### src/rtl/core/ddd_pacemaker_timing_controller_core_defines.svh
// assertion macros for the pacemaker core
`ifndef DDD_PACEMAKER_TIMING_CONTROLLER_CORE_DEFINES_SVH
`define DDD_PACEMAKER_TIMING_CONTROLLER_CORE_DEFINES_SVH

// checked only outside reset
`define DDD_ASSERT_CLK(label, prop, msg) \
   label: assert property (@(posedge clock) disable iff (reset) prop) else $error(msg);

// checked on every edge, reset included
`define DDD_ASSERT_ALWAYS(label, prop, msg) \
   label: assert property (@(posedge clock) prop) else $error(msg);

`endif

### src/rtl/core/ddd_pkg.sv
package ddd_pkg;

   localparam int NTIMERS = 6;
   localparam int NFLAGS  = 33;
   localparam int CFG_W   = 12;
   localparam int CSR_IDX_W = 3;

   // timer slots, also the bit order of the command vectors
   localparam int T_AVI   = 0;
   localparam int T_AEI   = 1;
   localparam int T_PVARP = 2;
   localparam int T_VRP   = 3;
   localparam int T_LRI   = 4;
   localparam int T_URI   = 5;

   // register indexes
   localparam logic [CSR_IDX_W-1:0] CSR_AVI   = 3'd0;
   localparam logic [CSR_IDX_W-1:0] CSR_AEI   = 3'd1;
   localparam logic [CSR_IDX_W-1:0] CSR_PVARP = 3'd2;
   localparam logic [CSR_IDX_W-1:0] CSR_VRP   = 3'd3;
   localparam logic [CSR_IDX_W-1:0] CSR_LRI   = 3'd4;
   localparam logic [CSR_IDX_W-1:0] CSR_URI   = 3'd5;

   localparam logic [NTIMERS-1:0][CFG_W-1:0] CFG_RESET = {
      12'd900, 12'd950, 12'd150, 12'd50, 12'd800, 12'd300
   };

   typedef struct packed {
      logic [NTIMERS-1:0] start;
      logic [NTIMERS-1:0] stop;
   } timer_cmd_type;

   typedef struct packed {
      logic               vpace;
      logic               apace;
      logic [NTIMERS-1:0] timer_start;
      logic [NTIMERS-1:0] timer_stop;
      logic [NTIMERS-1:0] timer_expired;
   } result_type;

endpackage

### src/rtl/core/ddd_timer_bank.sv
`include "ddd_pacemaker_timing_controller_core_defines.svh"

module ddd_timer_bank #(
   parameter int TIMER_BITS = 12
) (
   input  logic                                          clock,
   input  logic                                          reset,
   input  logic                                          step,
   input  logic                                          tick,
   input  ddd_pkg::timer_cmd_type                        cmd,
   input  logic [ddd_pkg::NTIMERS-1:0][ddd_pkg::CFG_W-1:0] cfg,
   output logic [ddd_pkg::NTIMERS-1:0]                   expired
);

   localparam int N = ddd_pkg::NTIMERS;

   logic [N-1:0][TIMER_BITS+ddd_pkg::CFG_W-1:0] cfg_ext;
   logic [N-1:0][TIMER_BITS-1:0] load_val;
   logic [N-1:0][TIMER_BITS-1:0] rem_ff, rem_in;
   logic [N-1:0] run_ff, run_in;
   logic [N-1:0] loaded;

   always_comb begin
      for (int i = 0; i < N; i++) begin
         cfg_ext[i]  = {{TIMER_BITS{1'b0}}, cfg[i]};
         load_val[i] = cfg_ext[i][TIMER_BITS-1:0];
         run_in[i]   = run_ff[i];
         rem_in[i]   = rem_ff[i];
         loaded[i]   = 1'b0;
         expired[i]  = 1'b0;
         // stop wins over start
         if (cmd.stop[i]) begin
            run_in[i] = 1'b0;
            rem_in[i] = '0;
         end else if (cmd.start[i]) begin
            run_in[i] = 1'b1;
            rem_in[i] = load_val[i];
            loaded[i] = 1'b1;
         end
         if (tick && run_in[i] && !loaded[i]) begin
            if (rem_in[i] <= TIMER_BITS'(1)) begin
               rem_in[i]  = '0;
               run_in[i]  = 1'b0;
               expired[i] = 1'b1;
            end else begin
               rem_in[i] = rem_in[i] - TIMER_BITS'(1);
            end
         end
      end
   end

   always_ff @(posedge clock) begin
      if (reset) begin
         run_ff <= '0;
         rem_ff <= '0;
      end else if (step) begin
         run_ff <= run_in;
         rem_ff <= rem_in;
      end
   end

   `DDD_ASSERT_CLK(a_expire_needs_tick, (|expired) |-> tick, "expiry without a tick")
   `DDD_ASSERT_CLK(a_expire_not_commanded, (|(expired & (cmd.start | cmd.stop))) == 1'b0,
      "commanded timer expired")

endmodule

### src/rtl/core/ddd_react_net.sv
module ddd_react_net (
   input  logic                          clock,
   input  logic                          reset,
   input  logic                          step,
   input  logic                          vs,
   input  logic                          as,
   input  logic [ddd_pkg::NTIMERS-1:0]   expired,
   output ddd_pkg::timer_cmd_type        cmd,
   output ddd_pkg::result_type           result
);

   logic [ddd_pkg::NFLAGS-1:0] flags_ff, flags_in;
   logic first_ff;
   ddd_pkg::timer_cmd_type cmd_ff, cmd_in;

   always_comb begin
      logic [ddd_pkg::NFLAGS-1:0] p;
      logic [ddd_pkg::NFLAGS-1:0] n;
      logic [ddd_pkg::NTIMERS-1:0] st, sp;
      logic go, vp, ap;
      logic x_avi, x_aei, x_pvarp, x_vrp, x_lri, x_uri;
      logic a, b, c, d, e, f, h, k, m, q, r, s, t, u, w;
      p = flags_ff;
      go = first_ff;
      st = '0;
      sp = '0;
      x_avi   = expired[ddd_pkg::T_AVI];
      x_aei   = expired[ddd_pkg::T_AEI];
      x_pvarp = expired[ddd_pkg::T_PVARP];
      x_vrp   = expired[ddd_pkg::T_VRP];
      x_lri   = expired[ddd_pkg::T_LRI];
      x_uri   = expired[ddd_pkg::T_URI];
      ap = 1'b0;
      vp = (p[19] & x_uri) | (p[20] & x_avi);

      // ventricular escape
      a = p[0] & ~vs;
      n[0] = go | (a & ~vp);
      st[ddd_pkg::T_LRI] = (p[0] & vs) | (a & vp) | p[3];
      n[1] = (p[1] & ~x_vrp) | (a & vp) | (p[0] & vs) | p[3];
      b = p[2] & ~vs;
      c = b & ~vp;
      n[2] = (p[1] & x_vrp) | (c & ~x_lri);
      sp[ddd_pkg::T_LRI] = (p[2] & vs) | (b & vp);
      vp = vp | (c & x_lri);
      n[3] = (b & vp) | (c & x_lri) | (p[2] & vs);

      // upper rate
      d = p[4] & ~vs;
      e = p[7] & ~vs;
      sp[ddd_pkg::T_URI] = (p[5] & x_uri) | (p[6] & x_uri) | (e & x_uri);
      n[4] = go | (d & ~vp) | (p[5] & x_uri) | (p[6] & x_uri) | (e & x_uri);
      f = p[5] & ~x_uri;
      h = f & ~x_pvarp;
      st[ddd_pkg::T_URI] = (p[4] & vs) | (d & vp) | p[8];
      n[5] = (p[4] & vs) | (h & ~x_vrp) | (d & vp) | p[8];
      k = p[6] & ~x_uri;
      m = k & ~x_vrp;
      n[6] = (f & x_pvarp) | (m & ~x_pvarp) | (h & x_vrp);
      sp[ddd_pkg::T_URI] = sp[ddd_pkg::T_URI] | (k & x_vrp) | (m & x_pvarp);
      n[7] = (e & ~x_uri) | (k & x_vrp) | (m & x_pvarp);
      sp[ddd_pkg::T_URI] = sp[ddd_pkg::T_URI] | (p[7] & vs);
      n[8] = p[7] & vs;

      // lri and uri mirrors
      q = p[10] & ~sp[ddd_pkg::T_LRI];
      n[9] = (p[10] & sp[ddd_pkg::T_LRI]) | (q & x_lri) | go | (p[9] & ~st[ddd_pkg::T_LRI]);
      n[10] = (p[9] & st[ddd_pkg::T_LRI]) | (q & ~x_lri);
      q = p[12] & ~sp[ddd_pkg::T_URI];
      n[11] = (p[12] & sp[ddd_pkg::T_URI]) | (q & x_uri) | go | (p[11] & ~st[ddd_pkg::T_URI]);
      n[12] = (p[11] & st[ddd_pkg::T_URI]) | (q & ~x_uri);

      // ventricular refractory
      r = p[13] & ~vp;
      n[13] = (p[14] & x_vrp) | (r & ~vs) | go;
      st[ddd_pkg::T_VRP] = (p[13] & vp) | (r & vs);
      n[14] = (p[14] & ~x_vrp) | (r & vs) | (p[13] & vp);
      s = p[16] & ~x_vrp;
      n[15] = go | (p[15] & ~st[ddd_pkg::T_VRP]) | (p[16] & x_vrp) | (s & sp[ddd_pkg::T_VRP]);
      n[16] = (p[15] & st[ddd_pkg::T_VRP]) | (s & ~sp[ddd_pkg::T_VRP]);

      // atrioventricular
      t = p[20] & ~x_avi;
      u = t & ~vs;
      sp[ddd_pkg::T_AVI] = (t & vs) | (u & vp) | (p[18] & vs);
      w = p[25] & ~as;
      ap = w & x_aei;
      a = p[17] & ~as;
      b = p[19] & ~x_uri;
      c = b & ~vs;
      d = p[18] & ~vs;
      sp[ddd_pkg::T_AVI] = sp[ddd_pkg::T_AVI] | (c & vp) | (d & vp) | (b & vs);
      n[17] = go | (t & vs) | (u & vp) | (p[18] & vs) | (p[19] & x_uri) | (a & ~ap)
            | (c & vp) | (p[20] & x_avi) | (d & vp) | (b & vs);
      st[ddd_pkg::T_AVI] = (p[17] & as) | (a & ap);
      e = d & ~vp;
      f = e & ~x_avi;
      n[18] = (a & ap) | (f & ~x_uri) | (p[17] & as);
      n[19] = (e & x_avi) | (c & ~vp);
      n[20] = (f & x_uri) | (u & ~vp);
      h = p[22] & ~x_avi;
      n[21] = (h & sp[ddd_pkg::T_AVI]) | go | (p[22] & x_avi) | (p[21] & ~st[ddd_pkg::T_AVI]);
      n[22] = (p[21] & st[ddd_pkg::T_AVI]) | (h & ~sp[ddd_pkg::T_AVI]);

      // atrial escape
      k = p[23] & ~vs;
      sp[ddd_pkg::T_AEI] = p[25] & as;
      n[23] = go | (w & x_aei) | (k & ~vp) | (p[25] & as);
      st[ddd_pkg::T_AEI] = (p[23] & vs) | (k & vp);
      n[24] = (p[23] & vs) | (k & vp) | (p[24] & ~x_pvarp);
      n[25] = (p[24] & x_pvarp) | (w & ~x_aei);
      m = p[27] & ~x_aei;
      n[26] = (p[27] & x_aei) | (p[26] & ~st[ddd_pkg::T_AEI]) | (m & sp[ddd_pkg::T_AEI]) | go;
      n[27] = (p[26] & st[ddd_pkg::T_AEI]) | (m & ~sp[ddd_pkg::T_AEI]);

      // post ventricular atrial refractory
      q = p[28] & ~vs;
      n[28] = (p[29] & x_pvarp) | go | (q & ~vp);
      st[ddd_pkg::T_PVARP] = (p[28] & vs) | (q & vp);
      n[29] = (p[29] & ~x_pvarp) | (q & vp) | (p[28] & vs);
      r = p[31] & ~x_pvarp;
      n[30] = (p[31] & x_pvarp) | go | (r & sp[ddd_pkg::T_PVARP])
            | (p[30] & ~st[ddd_pkg::T_PVARP]);
      n[31] = (p[30] & st[ddd_pkg::T_PVARP]) | (r & ~sp[ddd_pkg::T_PVARP]);

      n[32] = p[32] | go;

      flags_in = n;
      cmd_in.start = st;
      cmd_in.stop = sp;
      result.vpace = vp;
      result.apace = ap;
      result.timer_start = st;
      result.timer_stop = sp;
      result.timer_expired = expired;
   end

   always_ff @(posedge clock) begin
      if (reset) begin
         flags_ff <= '0;
         first_ff <= 1'b1;
         cmd_ff   <= '0;
      end else if (step) begin
         flags_ff <= flags_in;
         first_ff <= 1'b0;
         cmd_ff   <= cmd_in;
      end
   end

   assign cmd = cmd_ff;

endmodule

### src/rtl/core/ddd_pacemaker_timing_controller_core.sv
// DDD pacemaker reaction engine. Each request is one reaction: sensed atrial
// and ventricular beats plus a millisecond tick. The core accepts one request
// per clock and presents exactly one result per request, through the request
// register and then the result register, as long as the result side keeps
// up. The reaction network and the six countdown timers evaluate together,
// combinationally, between the two registers. Timer intervals come from six
// 12-bit registers written over the csr port; the user must write them only
// while the core is idle, the core itself does not enforce this. There is no
// read-back and no clearing pass after reset. TIMER_BITS sets the countdown
// width; register values wider than that are truncated on load.
`include "ddd_pacemaker_timing_controller_core_defines.svh"

module ddd_pacemaker_timing_controller_core #(
   parameter int TIMER_BITS = 12
) (
   input  logic                             clock,
   input  logic                             reset,
   input  logic                             req_valid,
   output logic                             req_ready,
   input  logic                             req_vsense,
   input  logic                             req_asense,
   input  logic                             req_ms_tick,
   output logic                             rsp_valid,
   input  logic                             rsp_ready,
   output logic                             rsp_vpace,
   output logic                             rsp_apace,
   output logic [ddd_pkg::NTIMERS-1:0]      rsp_timer_start,
   output logic [ddd_pkg::NTIMERS-1:0]      rsp_timer_stop,
   output logic [ddd_pkg::NTIMERS-1:0]      rsp_timer_expired,
   input  logic                             csr_we,
   input  logic [ddd_pkg::CSR_IDX_W-1:0]    csr_index,
   input  logic [ddd_pkg::CFG_W-1:0]        csr_wdata
);

   logic [ddd_pkg::NTIMERS-1:0][ddd_pkg::CFG_W-1:0] cfg_ff;
   logic in_valid_ff, in_valid_in;
   logic vs_ff, as_ff, tick_ff;
   logic rsp_valid_ff, rsp_valid_in;
   logic step;
   logic [ddd_pkg::NTIMERS-1:0] expired;
   ddd_pkg::timer_cmd_type cmd;
   ddd_pkg::result_type result;
   ddd_pkg::result_type result_ff;

   // interval registers
   always_ff @(posedge clock) begin
      if (reset) begin
         cfg_ff <= ddd_pkg::CFG_RESET;
      end else if (csr_we) begin
         unique case (csr_index)
            ddd_pkg::CSR_AVI:   cfg_ff[ddd_pkg::T_AVI]   <= csr_wdata;
            ddd_pkg::CSR_AEI:   cfg_ff[ddd_pkg::T_AEI]   <= csr_wdata;
            ddd_pkg::CSR_PVARP: cfg_ff[ddd_pkg::T_PVARP] <= csr_wdata;
            ddd_pkg::CSR_VRP:   cfg_ff[ddd_pkg::T_VRP]   <= csr_wdata;
            ddd_pkg::CSR_LRI:   cfg_ff[ddd_pkg::T_LRI]   <= csr_wdata;
            ddd_pkg::CSR_URI:   cfg_ff[ddd_pkg::T_URI]   <= csr_wdata;
            default: ;
         endcase
      end
   end

   assign step = in_valid_ff && (!rsp_valid_ff || rsp_ready);
   assign req_ready = !in_valid_ff || step;
   assign in_valid_in = (req_valid && req_ready) || (in_valid_ff && !step);
   assign rsp_valid_in = step || (rsp_valid_ff && !rsp_ready);

   always_ff @(posedge clock) begin
      if (reset) begin
         in_valid_ff  <= 1'b0;
         rsp_valid_ff <= 1'b0;
      end else begin
         in_valid_ff  <= in_valid_in;
         rsp_valid_ff <= rsp_valid_in;
      end
   end

   always_ff @(posedge clock) begin
      if (req_valid && req_ready) begin
         vs_ff   <= req_vsense;
         as_ff   <= req_asense;
         tick_ff <= req_ms_tick;
      end
      if (step) begin
         result_ff <= result;
      end
   end

   ddd_timer_bank #(
      .TIMER_BITS(TIMER_BITS)
   ) u_timers (
      .clock  (clock),
      .reset  (reset),
      .step   (step),
      .tick   (tick_ff),
      .cmd    (cmd),
      .cfg    (cfg_ff),
      .expired(expired)
   );

   ddd_react_net u_net (
      .clock  (clock),
      .reset  (reset),
      .step   (step),
      .vs     (vs_ff),
      .as     (as_ff),
      .expired(expired),
      .cmd    (cmd),
      .result (result)
   );

   assign rsp_valid         = rsp_valid_ff;
   assign rsp_vpace         = result_ff.vpace;
   assign rsp_apace         = result_ff.apace;
   assign rsp_timer_start   = result_ff.timer_start;
   assign rsp_timer_stop    = result_ff.timer_stop;
   assign rsp_timer_expired = result_ff.timer_expired;

   `DDD_ASSERT_CLK(a_stall_means_full, !req_ready |-> (in_valid_ff && rsp_valid_ff),
      "request side stalled with a free stage")
   `DDD_ASSERT_CLK(a_rsp_from_step, $rose(rsp_valid_ff) |-> $past(step),
      "result appeared without a reaction")

endmodule

### config.mk
export PLATFORM = sky130hd
export DESIGN_NAME = ddd_pacemaker_timing_controller_core
export DESIGN_NICKNAME = d
export VERILOG_FILES = /design/src/rtl/core/ddd_pkg.sv /design/src/rtl/core/ddd_timer_bank.sv /design/src/rtl/core/ddd_react_net.sv /design/src/rtl/core/ddd_pacemaker_timing_controller_core.sv
export VERILOG_INCLUDE_DIRS = /design/src /design/src/rtl/core
export SDC_FILE = /design/constraint.sdc
export NUM_CORES = 1
export LEC_CHECK = 0
export BUFFER_PORTS_ARGS = -buffer_cell sky130_fd_sc_hd__buf_2
export CORE_MARGIN = 10
export CORE_UTILIZATION = 55
export CTS_BUF_LIST = sky130_fd_sc_hd__clkbuf_4 sky130_fd_sc_hd__clkbuf_8
export DETAILED_ROUTE_END_ITERATION = 12
export PLACE_DENSITY = 0.77
export SYNTH_ARGS = -nofsm -noshare
export SYNTH_HDL_FRONTEND = slang
export SYNTH_SLANG_ARGS = --single-unit
### constraint.sdc
create_clock -name clock -period 3.7 [get_ports clock]
set_input_delay 1.11 -clock clock [delete_from_list [all_inputs] [get_ports clock]]
set_output_delay 1.11 -clock clock [all_outputs]
set_load 0.05 [all_outputs]
==> impl_metrics.csv <==
group,metric,value,unit
run_status,outcome,"finished clean",
synth,ys_ff_latch,204,
sta,setup_violations,0,
run,maxCapViolations,0,
synth,synthMuxAreaShare,5.97,%
min_path,hold_class,"register to register",
synth,synth_top_area_share,35.1,%
detailed_routing,drt_pre_antenna_iters,5,
final_layout,antenna_cells,0,
worst_setup_path,crit_path_max_fanout,11,
grt,overflow,0,
synth,synthArstFlopShare,0,%
placement,place_ws,559,ps
sta,drv_slew,0,
sta,rsz0062_at_grt,"no",
grt,grt_pass1_vias,8980,
sta,maxSlewHeadroom,27.8,%
sta,fmax,0.316,GHz
sta,finalCritPeriodShare,85.5,%
power_and_ir_drop,power_density,431,nW/um^2
final_layout,syn_to_final_growth,9.79,%
sta,fin_skew,18.8,ps
clock_tree,post_cts_buffers,0,
worst_setup_path,cp-start-kind,"register",
clock_tree,htreeDepth,2,
detailed_routing,vias,9493,
power_and_ir_drop,leakage,4.35,nW
sta,setup-tns-final,0,ps
detailed_routing,wl,28600,um
synth,synth_xor_area_share,3.52,%
clock_tree,clk_latency,530,ps
clock_tree,cts_hold_buffers,0,
power_and_ir_drop,p_sw_share,26.9,%
clock_tree,cts_tree,"yes",
sta,worst_slew_pin_slew,1080,ps
die,die_area,24900,sq um
die,die_y,158,um
synth,ys.flop_type,"dfxtp_1",
synth,avgSynthCellArea,8.04,sq um
die,start_util,55.8,%
power_and_ir_drop,vdd_ir_drop_max,0.266,mV
power_and_ir_drop,pwr-share-clk,42.3,%
synth,synth_top_family_by_area,"simple AND/OR/NAND/NOR gates",
synth,yosysUniqueCellTypes,84,
grt,grt_pass1_wl,46300,um
grt,track_usage,22.9,%
placement,placedCellCount,1515,
final_layout,fin_nets,1353,
power_and_ir_drop,seqPwrFrac,47.5,%
sta,finalCriticalPeriod,3160,ps
detailed_routing,drcViolationCount,0,
detailed_routing,postRouteAntennaNets,0,
synth,synth_fa_ha_area_share,1.44,%
synth,synth_compound_area_share,16.9,%
worst_setup_path,cp-end-kind,"register",
synth,synth_area_leaders,"dfxtp_1 (35%), nand2_1 (7.9%), edfxtp_1 (6.0%), mux2i_1 (5.8%), nor2_1 (5.4%)",
clock_tree,numCtsBuffers,35,
grt,grt_max_degree,98,
placement,gp_congestion,0.884,
die,rows,50,
final_layout,drive_above_1_share,12.0,%
power_and_ir_drop,p_int,0.00361,W
grt,antenna_found_initial,0,
detailed_routing,wire_per_inst,18.2,um
final_layout,fillers,1665,
clock_tree,root_buffer,"clkbuf_8",
sta,fin_ws,536,ps
synth,synth.most_common_cell,"nand2_1",
die,io_pins,45,
synth,synth_edf_count,21,
final_layout,post-route-util,61.3,%
worst_setup_path,crit_type,"register to register",
placement,numPortBuffers,42,
detailed_routing,initialDrtViolationCount,919,
synth,synth_top_area_cell,"dfxtp_1",
die,die_width,158,um
synth,synth_warnings,0,
detailed_routing,vias_per_cell,6.02,
power_and_ir_drop,comb_power_share,10.2,%
sta,hold_viol,0,
clock_tree,cts_sinks,204,
synth,synth-simple-area-share,26.1,%
worst_setup_path,required,4140,ps
placement,dp_hpwl,18800,um
clock_tree,clk_path_buf_depth,3,
synth,synth_area,10400,sq um
power_and_ir_drop,p_sw,0.00133,W
clock_tree,cts_resized,0,
die,core,18700,sq um
final_layout,final_cell_count_no_fill,1577,
clock_tree,clk_pin_slew_worst_paths,60,ps
synth,yosys-top-cells-count,"nand2_1 (219), dfxtp_1 (183), nor2_1 (151), a21oi_1 (113), nand3_1 (68)",
worst_setup_path,cp.arrival,3600,ps
synth,synth_seq_area_share,41.1,%
synth,synth_cells,1299,
## logic make-up after synthesis
logic type / Yosys count
and+or+nand+nor: 585
AOI/OAI and AO/OA: 282
DFF: 204
buffers and inverters: 111
muxes: 62
xor gates and xnor gates: 42
adders and majority gates: 12
other: 1
## placed cells by master, fill, tap and decap left out, types with 10 or more instances in the layout
| cell type | synthesis | routed |
|---|---|---|
| a211oi_1 | 19 | 19 |
| a21oi_1 | 113 | 113 |
| a22oi_1 | 31 | 31 |
| a31oi_1 | 12 | 12 |
| and2_1 | 13 | 13 |
| buf_2 | 9 | 41 |
| buf_4 | 4 | 20 |
| clkbuf_8 | 2 | 44 |
| clkinv_2 | 1 | 10 |
| dfxtp_1 | 183 | 183 |
| edfxtp_1 | 21 | 21 |
| ha_1 | 12 | 12 |
| inv_1 | 26 | 26 |
| mux2i_1 | 60 | 60 |
| nand2_1 | 219 | 219 |
| nand3_1 | 68 | 68 |
| nor2_1 | 151 | 151 |
| nor3_1 | 54 | 54 |
| nor4_1 | 10 | 10 |
| o21ai_0 | 46 | 46 |
| o31ai_1 | 11 | 11 |
| xnor2_1 | 14 | 14 |
| xor2_1 | 28 | 28 |
## worst max-delay path, cell delays in order (launching register included)
cell and delay, ps:
dfxtp_1 640, buf_4 300, mux2i_1 200, nor2_1 90, nor4_1 660, a32oi_1 410, a21oi_2 510, nand3_1 170
o31ai_1 90
## through the flow
stage               area [sq um]  total power, W  hold slack [ps]
finish                     11500         0.00493              454
global route               11500         0.00512              476
CTS                        11500         0.00496              454
detailed placement         10700         0.00288              446
global placement           10700         0.00288              440
floorplan                  10400         0.00274              431
## registers in the layout, indices dropped and copies added, names as in the netlist
register / cells
as_ff: 1
cfg_ff: 72
in_valid_ff: 1
rsp_apace: 1
rsp_timer_expired: 6
rsp_timer_start: 6
rsp_timer_stop: 4
rsp_valid: 1
rsp_vpace: 1
tick_ff: 1
u_net.cmd: 10
u_net.first_ff: 1
u_net.flags_ff: 20
u_timers.rem_ff: 72
u_timers.run_ff: 6
vs_ff: 1
## metal layers
metal / GRT usage, % / up-vias / routed length (um)
met3: 3.15 / 65 / 2130
met1: 31.0 / 4471 / 12600
li1: - / 4592 / -
met4: 9.53 / 0 / 899
met2: 36.0 / 365 / 13000
met5: 0 / - / 0
## final timing paths
kind,from,endpoint,slack (ps),cells after the start
setup / recovery,u_net.cmd[6],u_net.cmd[8],540,8
hold reg to reg,cfg_ff[1],cfg_ff[1],450,2
hold / removal,cfg_ff[1],cfg_ff[1],450,2
setup reg to reg,u_net.cmd[6],u_net.cmd[8],540,8
## power groups by stage
stage | Clock, W | Combinational (W) | Sequential (W)
after detailed placement | 0 | 0.000492 | 0.00239
after global placement | 0 | 0.000485 | 0.00239
after floorplan | 0 | 0.000339 | 0.00240
after CTS | 0.00212 | 0.000495 | 0.00234
after global routing | 0.00222 | 0.000546 | 0.00235
final | 0.00209 | 0.000501 | 0.00235
## cell type report
type	count	area, sq um	share of cell area, %
flip-flops and latches	204	4290	37.5
clock inverters	10	56.3	0.491
clock buffers	52	666	5.81
repair buffers	63	395	3.45
inverters	29	111	0.972
multi-input cells	985	5650	49.3
well taps	234	293	2.55
No activity file was read; power rests on OpenSTA's default activity.
